**src/design/chi_pkg.sv**
```systemverilog
// Shared widths, codes, payload types and control structs for the chained hash table.
package chi_pkg;

    // Fixed field widths of the request and result channels.
    localparam int ACTION_W = 2;
    localparam int KEY_W    = 32;
    localparam int BUCKET_W = 6;
    localparam int SLOT_W   = 4;
    localparam int NUMB_W   = 7;

    // Default table geometry.
    localparam int DEF_BUCKETS  = 64;
    localparam int DEF_SLOTS    = 16;
    localparam int DEF_KEY_BITS = 32;

    // Largest value the bucket count register can hold.
    localparam int NUM_BUCKETS_MAX = (1 << NUMB_W) - 1;

    localparam logic [NUMB_W-1:0] NUM_BUCKETS_RESET = NUMB_W'(64);

    // Configuration port.
    localparam int APB_DATA_W = 32;
    localparam int PADDR_W    = 3;
    localparam logic REG_NUM_BUCKETS = 1'b0;

    // Request actions.
    localparam logic [ACTION_W-1:0] ACT_INSERT = 2'd0;
    localparam logic [ACTION_W-1:0] ACT_READ   = 2'd1;
    localparam logic [ACTION_W-1:0] ACT_CLEAR  = 2'd2;

    typedef struct packed {
        logic [ACTION_W-1:0] action;
        logic [KEY_W-1:0]    key;
        logic [BUCKET_W-1:0] read_bucket;
        logic [SLOT_W-1:0]   read_slot;
    } in_item_t;

    typedef struct packed {
        logic [BUCKET_W-1:0] bucket;
        logic [SLOT_W-1:0]   slot;
        logic [KEY_W-1:0]    stored_key;
        logic                valid_res;
        logic                full_res;
    } out_item_t;

    // Commands from the controller to the datapath.
    typedef struct packed {
        logic latch_in;
        logic div_step;
        logic ins_commit;
        logic rd_commit;
        logic clr_write;
        logic load_out;
    } chi_cmd_t;

    // Status from the datapath to the controller.
    typedef struct packed {
        logic [ACTION_W-1:0] in_action;
        logic                div_done;
        logic                clr_last;
        logic                out_free;
    } chi_sts_t;

endpackage

```
**src/design/chi_ctrl.sv**
```systemverilog
// Sequencing state machine for the chained hash table.
module chi_ctrl import chi_pkg::*; (
    input  logic     aclk,
    input  logic     aresetn,
    input  logic     s_valid,
    output logic     s_ready,
    input  chi_sts_t sts,
    output chi_cmd_t cmd
);

    typedef enum logic [7:0] {
        S_INIT  = 8'b0000_0001,
        S_IDLE  = 8'b0000_0010,
        S_DIV   = 8'b0000_0100,
        S_INS   = 8'b0000_1000,
        S_RWAIT = 8'b0001_0000,
        S_RCHK  = 8'b0010_0000,
        S_CLEAR = 8'b0100_0000,
        S_DONE  = 8'b1000_0000
    } state_t;

    state_t state_reg;
    state_t state_next;

    always_ff @(posedge aclk) begin
        if (!aresetn) begin
            state_reg <= S_INIT;
        end else begin
            state_reg <= state_next;
        end
    end

    always_comb begin
        state_next = state_reg;
        cmd        = '0;
        s_ready    = 1'b0;
        case (state_reg)
            S_INIT: begin
                cmd.clr_write = 1'b1;
                if (sts.clr_last) begin
                    state_next = S_IDLE;
                end
            end
            S_IDLE: begin
                s_ready = 1'b1;
                if (s_valid) begin
                    cmd.latch_in = 1'b1;
                    case (sts.in_action)
                        ACT_INSERT: state_next = S_DIV;
                        ACT_READ:   state_next = S_RWAIT;
                        ACT_CLEAR:  state_next = S_CLEAR;
                        default:    state_next = S_DONE;
                    endcase
                end
            end
            S_DIV: begin
                if (sts.div_done) begin
                    state_next = S_INS;
                end else begin
                    cmd.div_step = 1'b1;
                end
            end
            S_INS: begin
                cmd.ins_commit = 1'b1;
                state_next     = S_DONE;
            end
            S_RWAIT: begin
                state_next = S_RCHK;
            end
            S_RCHK: begin
                cmd.rd_commit = 1'b1;
                state_next    = S_DONE;
            end
            S_CLEAR: begin
                cmd.clr_write = 1'b1;
                if (sts.clr_last) begin
                    state_next = S_DONE;
                end
            end
            S_DONE: begin
                if (sts.out_free) begin
                    cmd.load_out = 1'b1;
                    state_next   = S_IDLE;
                end
            end
            default: begin
                state_next = S_INIT;
            end
        endcase
    end

endmodule

```
**config.mk**
```make
export PLATFORM = sky130hd
export DESIGN_NAME = chi_ctrl
export DESIGN_NICKNAME = d
export VERILOG_FILES = /design/src/design/chi_pkg.sv /design/src/design/chi_ctrl.sv
export SDC_FILE = /design/constraint.sdc
export NUM_CORES = 1
export LEC_CHECK = 0
export ABC_AREA = 0
export BUFFER_PORTS_ARGS = -buffer_cell sky130_fd_sc_hd__buf_2
export CELL_PAD_IN_SITES_DETAIL_PLACEMENT = 1
export CELL_PAD_IN_SITES_GLOBAL_PLACEMENT = 1
export CORE_MARGIN = 4
export CORE_UTILIZATION = 38
export DETAILED_ROUTE_END_ITERATION = 10
export HOLD_SLACK_MARGIN = 0.1
export PLACE_DENSITY_LB_ADDON = 0.08
export SYNTH_ARGS = -nofsm -noshare
export SYNTH_HDL_FRONTEND = slang
export SYNTH_SLANG_ARGS = --single-unit
```
**constraint.sdc**
```tcl
create_clock -name aclk -period 3.85 [get_ports aclk]
set_clock_uncertainty 0.05 [all_clocks]
set_input_delay 0.5775 -clock aclk [delete_from_list [all_inputs] [get_ports aclk]]
set_output_delay 0.5775 -clock aclk [all_outputs]
set_load 0.02 [all_outputs]
```
* Word level (Yosys, flattened, before mapping)
Cells that the tools add are included.
** Cells by class
- Muxes and demuxes :: 17
- Equality and inequality tests :: 15
- Reduce and logical (&&, ||, !) cells :: 4
** Operator list (count)
- 8-bit case mux with 7 select lines :: 1
- 8-bit two-way mux :: 5
- 8-bit case mux with 3 select lines :: 1
- 1-bit two-way mux :: 10
- 2-bit inequality test (second input constant) :: 5
- 8-bit by 1-bit == test with 1-bit output (second input constant) :: 1
- 8-bit by 2-bit == test with 1-bit output (second input constant) :: 1
- 8-bit by 3-bit == test with 1-bit output (second input constant) :: 1
- 8-bit by 4-bit == test with 1-bit output (second input constant) :: 1
- 8-bit by 5-bit == test with 1-bit output (second input constant) :: 1
- 8-bit by 6-bit == test with 1-bit output (second input constant) :: 1
- 8-bit by 7-bit == test with 1-bit output (second input constant) :: 1
- 8-bit == test (second input constant) :: 1
- 5-bit AND reduction :: 1
- 2-bit OR reduction :: 2
- 2-bit by 1-bit == test with 1-bit output (second input constant) :: 1
- 2-bit == test (second input constant) :: 1
- 2-bit zero test :: 1
** Storage, ports and cells
- Output and inout bits :: 7
- Input bits :: 8
- Bits in registers :: 8

* Longest topological paths before layout
Gate-level depths: netlist (run 1).
- Depth in word-level cells :: 4
- Depth in mapped cells :: 6
- Depth with buffers taken out :: 5

* Worst setup path after synthesis (run 1)
Ideal clock, no wire load.
- Kind :: reg-to-output
- Start point :: register state_reg[6]
- End point :: output cmd[4] (netlist name)
- Slack :: 1.669 ns
- Arrival time :: 1.554 ns
- Buffers on the path :: 1
- Required time :: 3.222 ns
- Cell stages (with the launch flop) :: 5
- Path through :: dfxtp_1 > clkbuf_1 > or4b_1 > or3_1 > inv_1
** RTL lines
- start, declared :: line chi_ctrl.sv:22 : state_t state_reg;
- start signal, assigned :: line chi_ctrl.sv:29 : state_reg <= state_next;
- end, declared :: line chi_ctrl.sv:8 : output chi_cmd_t cmd

==> reports/metrics.yaml, run 1 <==
route:
  drt-pass1-iter-count: 3
  detail_route.drc_violations: 0
  route.detailed.vias_per_inst: 5.86
  number_of_design_rule_violations_left_by_the_first_detailed_router_iteration: 2
  routed_wirelength_um: 1490
  detailroute.via_count: 563
  postRouteAntennaNets: 0
  detail_route.wl_per_cell_um: 15.5
critical_path:
  critical_path.startpoint_type: "flop"
  endpoint_of_the_most_critical_setup_path: "cmd[1]"
  ff2ff_setup_slack_ns: 1.62
  r2r_start: "state_reg[2]"
  path_class: "flop to primary output"
  critical_path.most_common_cell: "or4_4"
  buf_inv_on_cp: 2
  cp.depth: 4
  crit_path_max_incr_delay_ns: 0.56
  critPathLaunch: "state_reg[2]"
  critical_path_arrival_ns: 1.94
  critical_path_peak_fanout: 6
  ff2ff_path_depth: 5
  crit_path_top_delay_cell: "or4_4"
  setup.worst_path.end_class: "primary output"
  cp.required_ns: 3.22
  r2r-end: "state_reg[5]"
  timing.critical_path.cells: "or4_4 -> or4_4 -> inv_1 -> buf_2"
  critPathTopFamily: "simple AND/OR/NAND/NOR gates"
sta:
  setup-violations-final: 0
  slew_headroom: 0.639
  worstMarginPinSlew_ns: 0.536
  hold_viol: 0
  setup_repair_after_global_routing_missed_its_margin: "no"
  timing_max_transition_violations_final: 0
  post-route-period-util: 0.666
  sum_of_negative_setup_slack_ns: 0
  max_clock_freq_mhz: 390
  final.setup.worst_slack_ns: 1.28
  post-route-min-period_ns: 2.57
min_path:
  min_path_type: "input port to flop"
clocking:
  hold_buffers: 0
  post_cts.repair.setup_buffers: 0
  cts_inserted_buffers: 3
  max_clock_buf_depth: 2
  clk_transition_reported_paths_ns: 0.05
  cts.sinks: 8
  clock_latency_ns: 0.26
  clock-root-buffer: "clkbuf_4"
  cts-resized-gates: 0
  cts_max_level: 1
  cts_tree: "built"
die:
  die_area_um2: 2110
  die_x_um: 45.9
  chipHeight_um: 45.9
  num_rows: 13
  initial_core_util: 0.410
  design.core.area_um2: 1330
  design.portCount: 15
outcome:
  run_status: "finished, final reports clean"
finish:
  area.growth.synth_to_final_pct: 19.0
  layout-drive-gt1-share: 0.284
  number_of_diodes: 0
  layout_common_cells: "buf_2, dfxtp_1, nor2_1"
  largest_register_ff_count: 8
  mostFrequentLayoutCell: "buf_2"
  layout.nets: 91
logic_synthesis:
  count_of_synthesis_stage_warnings_from_yosys: 0
  syn-cell-area_um2: 547
  yosysUniqueCellTypes: 29
  synth_area_per_cell_um2: 8.28
  postSynthRegisterBits: 8
  ys_seq_area_frac: 0.293
  postSynthNetCount: 74
  synthesis.instances: 66
grt:
  gr-total-overflow: 0
  number_of_antenna_violations_at_the_first_check_in_global_routing: 0
  global_route_wire_length_before_repair_um: 2700
  maximum_number_of_pins_on_one_net_before_global_route_repair: 9
  grtUsageTotal: 0.181
  first_global_vias: 551
place:
  pre_cts_ws_ns: 1.56
  io_buffer_count: 14
  gp_routability_congestion: 0.781
  hpwlAfterDp_um: 1250
power_and_ir_drop:
  leakage_nw: 0.286
  power_per_cell_area_nw_per_um2: 584
  ir_worst_vdd_uv: 229
job:
  timing.max_cap.violations: 0
## power breakdown
| part | leakage (nW) | internal [mW] | switching [mW] |
|---|---|---|---|
| clock | 0.0138 | 0.0357 | 0.0295 |
| combinational | 0.207 | 0.0858 | 0.108 |
| sequential | 0.0651 | 0.0957 | 0.0253 |
## worst min-delay path by stage
stage / cells after the start / endpoint / start / slack, ns
finish: 2 / state_reg[4] / sts[3] / 0.55
CTS: 2 / state_reg[4] / sts[3] / 0.54
detailed placement: 2 / state_reg[6] / state_reg[6] / 0.56
global route: 2 / state_reg[4] / sts[3] / 0.55
global placement: 2 / state_reg[6] / state_reg[6] / 0.54
floorplan: 1 / state_reg[1] / state_reg[1] / 0.52
## synthesized netlist by cell type, drive strengths merged
library cell / count / area share
a21oi: 4 / 0.037
a221o: 1 / 0.018
a311oi: 1 / 0.027
and2: 1 / 0.011
and3: 2 / 0.023
and4b: 1 / 0.018
clkbuf: 2 / 0.014
dfxtp: 8 / 0.29
inv: 4 / 0.027
nand2: 4 / 0.027
nand2b: 2 / 0.023
nand3: 3 / 0.027
nand4b: 1 / 0.016
nor2: 6 / 0.046
nor3: 3 / 0.027
nor3b: 3 / 0.041
nor4: 4 / 0.046
nor4b: 1 / 0.016
o21a: 1 / 0.014
o21ai: 2 / 0.018
o221a: 1 / 0.021
o221ai: 1 / 0.048
or3: 2 / 0.023
or4: 3 / 0.055
or4b: 1 / 0.018
xnor2: 2 / 0.032
xor2: 2 / 0.032
## logic make-up (layout without fill, tap and decap cells)
| family | Yosys count | after routing | synth area share |
|---|---|---|---|
| xor+xnor | 4 | 4 | 0.0641 |
| flops | 8 | 8 | 0.293 |
| buf+inv | 6 | 21 | 0.0412 |
| compound gates | 11 | 11 | 0.183 |
| simple gates | 37 | 37 | 0.419 |
## layer usage
layer	global-route usage	up-vias	part of all wire
li1	-	282	-
met1	0.228	268	0.46
met2	0.299	11	0.49
met3	0.0474	2	0.038
met4	0.0511	0	0.013
met5	0	-	0
## per-stage QoR
stage	util	instances	area, um^2	hold WS, ns	power (mW)
after global routing	0.488	96	651	0.553	0.412
after CTS	0.488	96	651	0.536	0.385
final	0.488	96	651	0.545	0.380
after global placement	0.471	93	628	0.541	0.313
after detailed placement	0.471	93	628	0.558	0.318
after floorplan	-	66	547	0.516	0.265
## area by class of cell
type                            count  area [um^2]
Timing Repair Buffer               14         70.1
Fill cell                         179          683
Sequential cell                     8          160
Tap cell                           15         18.8
Inverter                            4         15.0
Clock buffer                        3         22.5
Multi-Input combinational cell     52          364
Power figures use the tool's default switching activity.
==> inputs of run 2 (changes only) <==
Settings changed: ABC_AREA 0 to 1, CORE_ASPECT_RATIO set to 1.25, CORE_UTILIZATION 38 to 35.
Clock period 3.85 ns to 2.4 ns, I/O delays scaled along.
==> run 2 against run 1 <==
  * Sequential power grew 50%
  * Highest routed layer unchanged
  * Via count increased by 18%
  * Clock-buffer cell count is the same
  * Critical path depth rose by 2
==> reports/metrics.yaml, run 2 <==
power_and_ir_drop:
  clockPowerShare: 0.148
  ir_worst_vdd_uv: 349
  report.power.total_mw: 0.721
  switching_share: 0.491
  power.switching_mw: 0.354
  cell_internal_pwr_mw: 0.367
  power_per_cell_area_nw_per_um2: 919
  power_frac_comb: 0.600
  power_frac_seq: 0.252
  leakage_nw: 0.462
critical_path:
  critical_path.startpoint_type: "flop"
  critical_path_peak_fanout: 6
  setup.worst_path.end_class: "primary output"
  path_class: "flop to primary output"
  ff2ff_setup_slack_ns: 1.04
  critical_path_arrival_ns: 1.40
  cp.required_ns: 1.99
route:
  routed_wirelength_um: 1670
  detailroute.via_count: 663
  number_of_design_rule_violations_left_by_the_first_detailed_router_iteration: 11
  detail_route.wl_per_cell_um: 12.1
  detail_route.drc_violations: 0
  route.detailed.vias_per_inst: 4.80
  drt-pass1-iter-count: 4
  postRouteAntennaNets: 0
logic_synthesis:
  top_count_cell_post_synth: "nand2_1"
  ys_seq_area_frac: 0.240
  synth_top_area_frac: 0.240
  synthesis.instances: 102
  postSynthNetCount: 110
  netlist_top_cells_area: "dfxtp_1, nand2_4, nand2_1"
  synth_edf_count: 0
  top_cell_types_by_occurrence_after_synthesis: "nand2_1, nor2_1, inv_1, inv_2"
  synth_largest_area_cell: "dfxtp_1"
  async_flop_share: 0
  syn-cell-area_um2: 668
  synth_simple_gate_area_share: 0.601
  count_of_synthesis_stage_warnings_from_yosys: 0
  synth-compound-area-share: 0.0262
  post_synth_fa_ha_maj_area_fraction: 0
  post_synth_xor_area_fraction: 0
  postSynthRegisterBits: 8
  largest_family_of_logic_cells_by_synthesized_area: "simple AND/OR/NAND/NOR gates"
  yosysUniqueCellTypes: 20
  synth.area.mux_share: 0
  synth_area_per_cell_um2: 6.55
  flip_flop_cell_with_the_highest_count_after_synthesis: "dfxtp_1"
clocking:
  post_cts.repair.setup_buffers: 0
  max_clock_buf_depth: 2
  clock-root-buffer: "clkbuf_4"
  hold_buffers: 0
  cts_inserted_buffers: 3
  cts_tree: "built"
  cts-resized-gates: 0
  clk_transition_reported_paths_ns: 0.06
  clock_latency_ns: 0.26
  cts_max_level: 1
  cts.sinks: 8
die:
  die_area_um2: 2680
  design.core.area_um2: 1790
  num_rows: 17
  die_x_um: 47.1
  chipHeight_um: 56.9
  design.portCount: 15
  initial_core_util: 0.374
finish:
  multi_input_area_um2: 419
  sequential_cell_area_um2: 160
  final_core_util: 0.439
  post_layout_nonfiller_instances: 138
  area.growth.synth_to_final_pct: 17.4
  largest_register_ff_count: 8
  layout.nets: 129
  n_fill_cell: 256
  layout_common_cells: "nand2_1, nor2_1, buf_2, inv_1, inv_2"
  post-route-cell-area_um2: 785
  layout-drive-gt1-share: 0.387
  mostFrequentLayoutCell: "nand2_1"
  number_of_diodes: 0
place:
  hpwlAfterDp_um: 1440
  detailed_place.area_um2: 762
  gp_routability_congestion: 0.771
  numPlacedInstances: 135
  io_buffer_count: 14
sta:
  slew_headroom: 0.856
  setup_repair_after_global_routing_missed_its_margin: "no"
  setup-violations-final: 0
  sum_of_negative_setup_slack_ns: 0
  timing_max_transition_violations_final: 0
  max_clock_freq_mhz: 553
  post-route-period-util: 0.753
  worstMarginPinSlew_ns: 0.214
  post-route-min-period_ns: 1.81
  hold_viol: 0
min_path:
  min_path_type: "input port to flop"
grt:
  grtUsageTotal: 0.153
  global_route_wire_length_before_repair_um: 2910
  first_global_vias: 681
  gr-total-overflow: 0
  number_of_antenna_violations_at_the_first_check_in_global_routing: 0
  maximum_number_of_pins_on_one_net_before_global_route_repair: 7
job:
  timing.max_cap.violations: 0
outcome:
  run_status: "finished, final reports clean"
[run 2: cell types whose count changed after synthesis, moves of 4 or more]
cell / before / now
nand2_1: 4 / 17
nor2_1: 5 / 16
inv_1: 4 / 13
inv_2: 0 / 9
nand2_4: 0 / 6
nand3_1: 3 / 8
nand4_1: 0 / 5
nor4_1: 4 / 0
[run 2: path summary, 6_finish.rpt]
check               startpoint      endpoint  cells after the start
hold / removal          sts[1]  state_reg[0]                      2
hold reg to reg   state_reg[4]  state_reg[5]                      2
setup / recovery  state_reg[1]        cmd[0]                      6
setup reg to reg  state_reg[1]  state_reg[1]                     10
[run 2: metal layers]
metal	GRT usage	wire, um
met1	0.191	705
met2	0.237	864
met3	0.0288	49
met4	0.0830	48
met5	0	0
[run 2: critical path, stage by stage, from the launching register on]
cell and delay [ns]:
dfxtp_1 0.33, inv_2 0.08, nand2_2 0.09, nor2_4 0.21
nand4_1 0.15, nor2_1 0.10, buf_2 0.16
[run 2: cell families (layout without fill, tap and decap cells)]
logic type             after synthesis  in the layout
AOI/OAI and AO/OA                    3              3
buffers and inverters               23             40
DFF                                  8              8
and+or+nand+nor                     68             68
[run 2: final cells by class]
type	count	area share
flip-flops and latches	8	0.204
multi-input cells	71	0.534
clock buffers	3	0.0287
repair buffers	14	0.0893
well taps	19	0.0303
inverters	23	0.113
[run 2: power by group through the flow]
| stage | Sequential, mW | Clock [mW] | Combinational [mW] |
|---|---|---|---|
| 3_5_place_dp | 0.184 | 0 | 0.437 |
| 4_1_cts | 0.182 | 0.112 | 0.442 |
| 6_report | 0.182 | 0.106 | 0.432 |
| 3_3_place_gp | 0.183 | 0 | 0.437 |
| 2_1_floorplan | 0.180 | 0 | 0.350 |
| 5_1_grt | 0.185 | 0.120 | 0.488 |
[run 2: stage by stage]
step	hold WS [ns]	setup WS, ns
2_1_floorplan	0.409	0.945
3_3_place_gp	0.490	0.943
3_5_place_dp	0.502	0.886
4_1_cts	0.280	0.575
5_1_grt	0.288	0.469
6_report	0.285	0.592
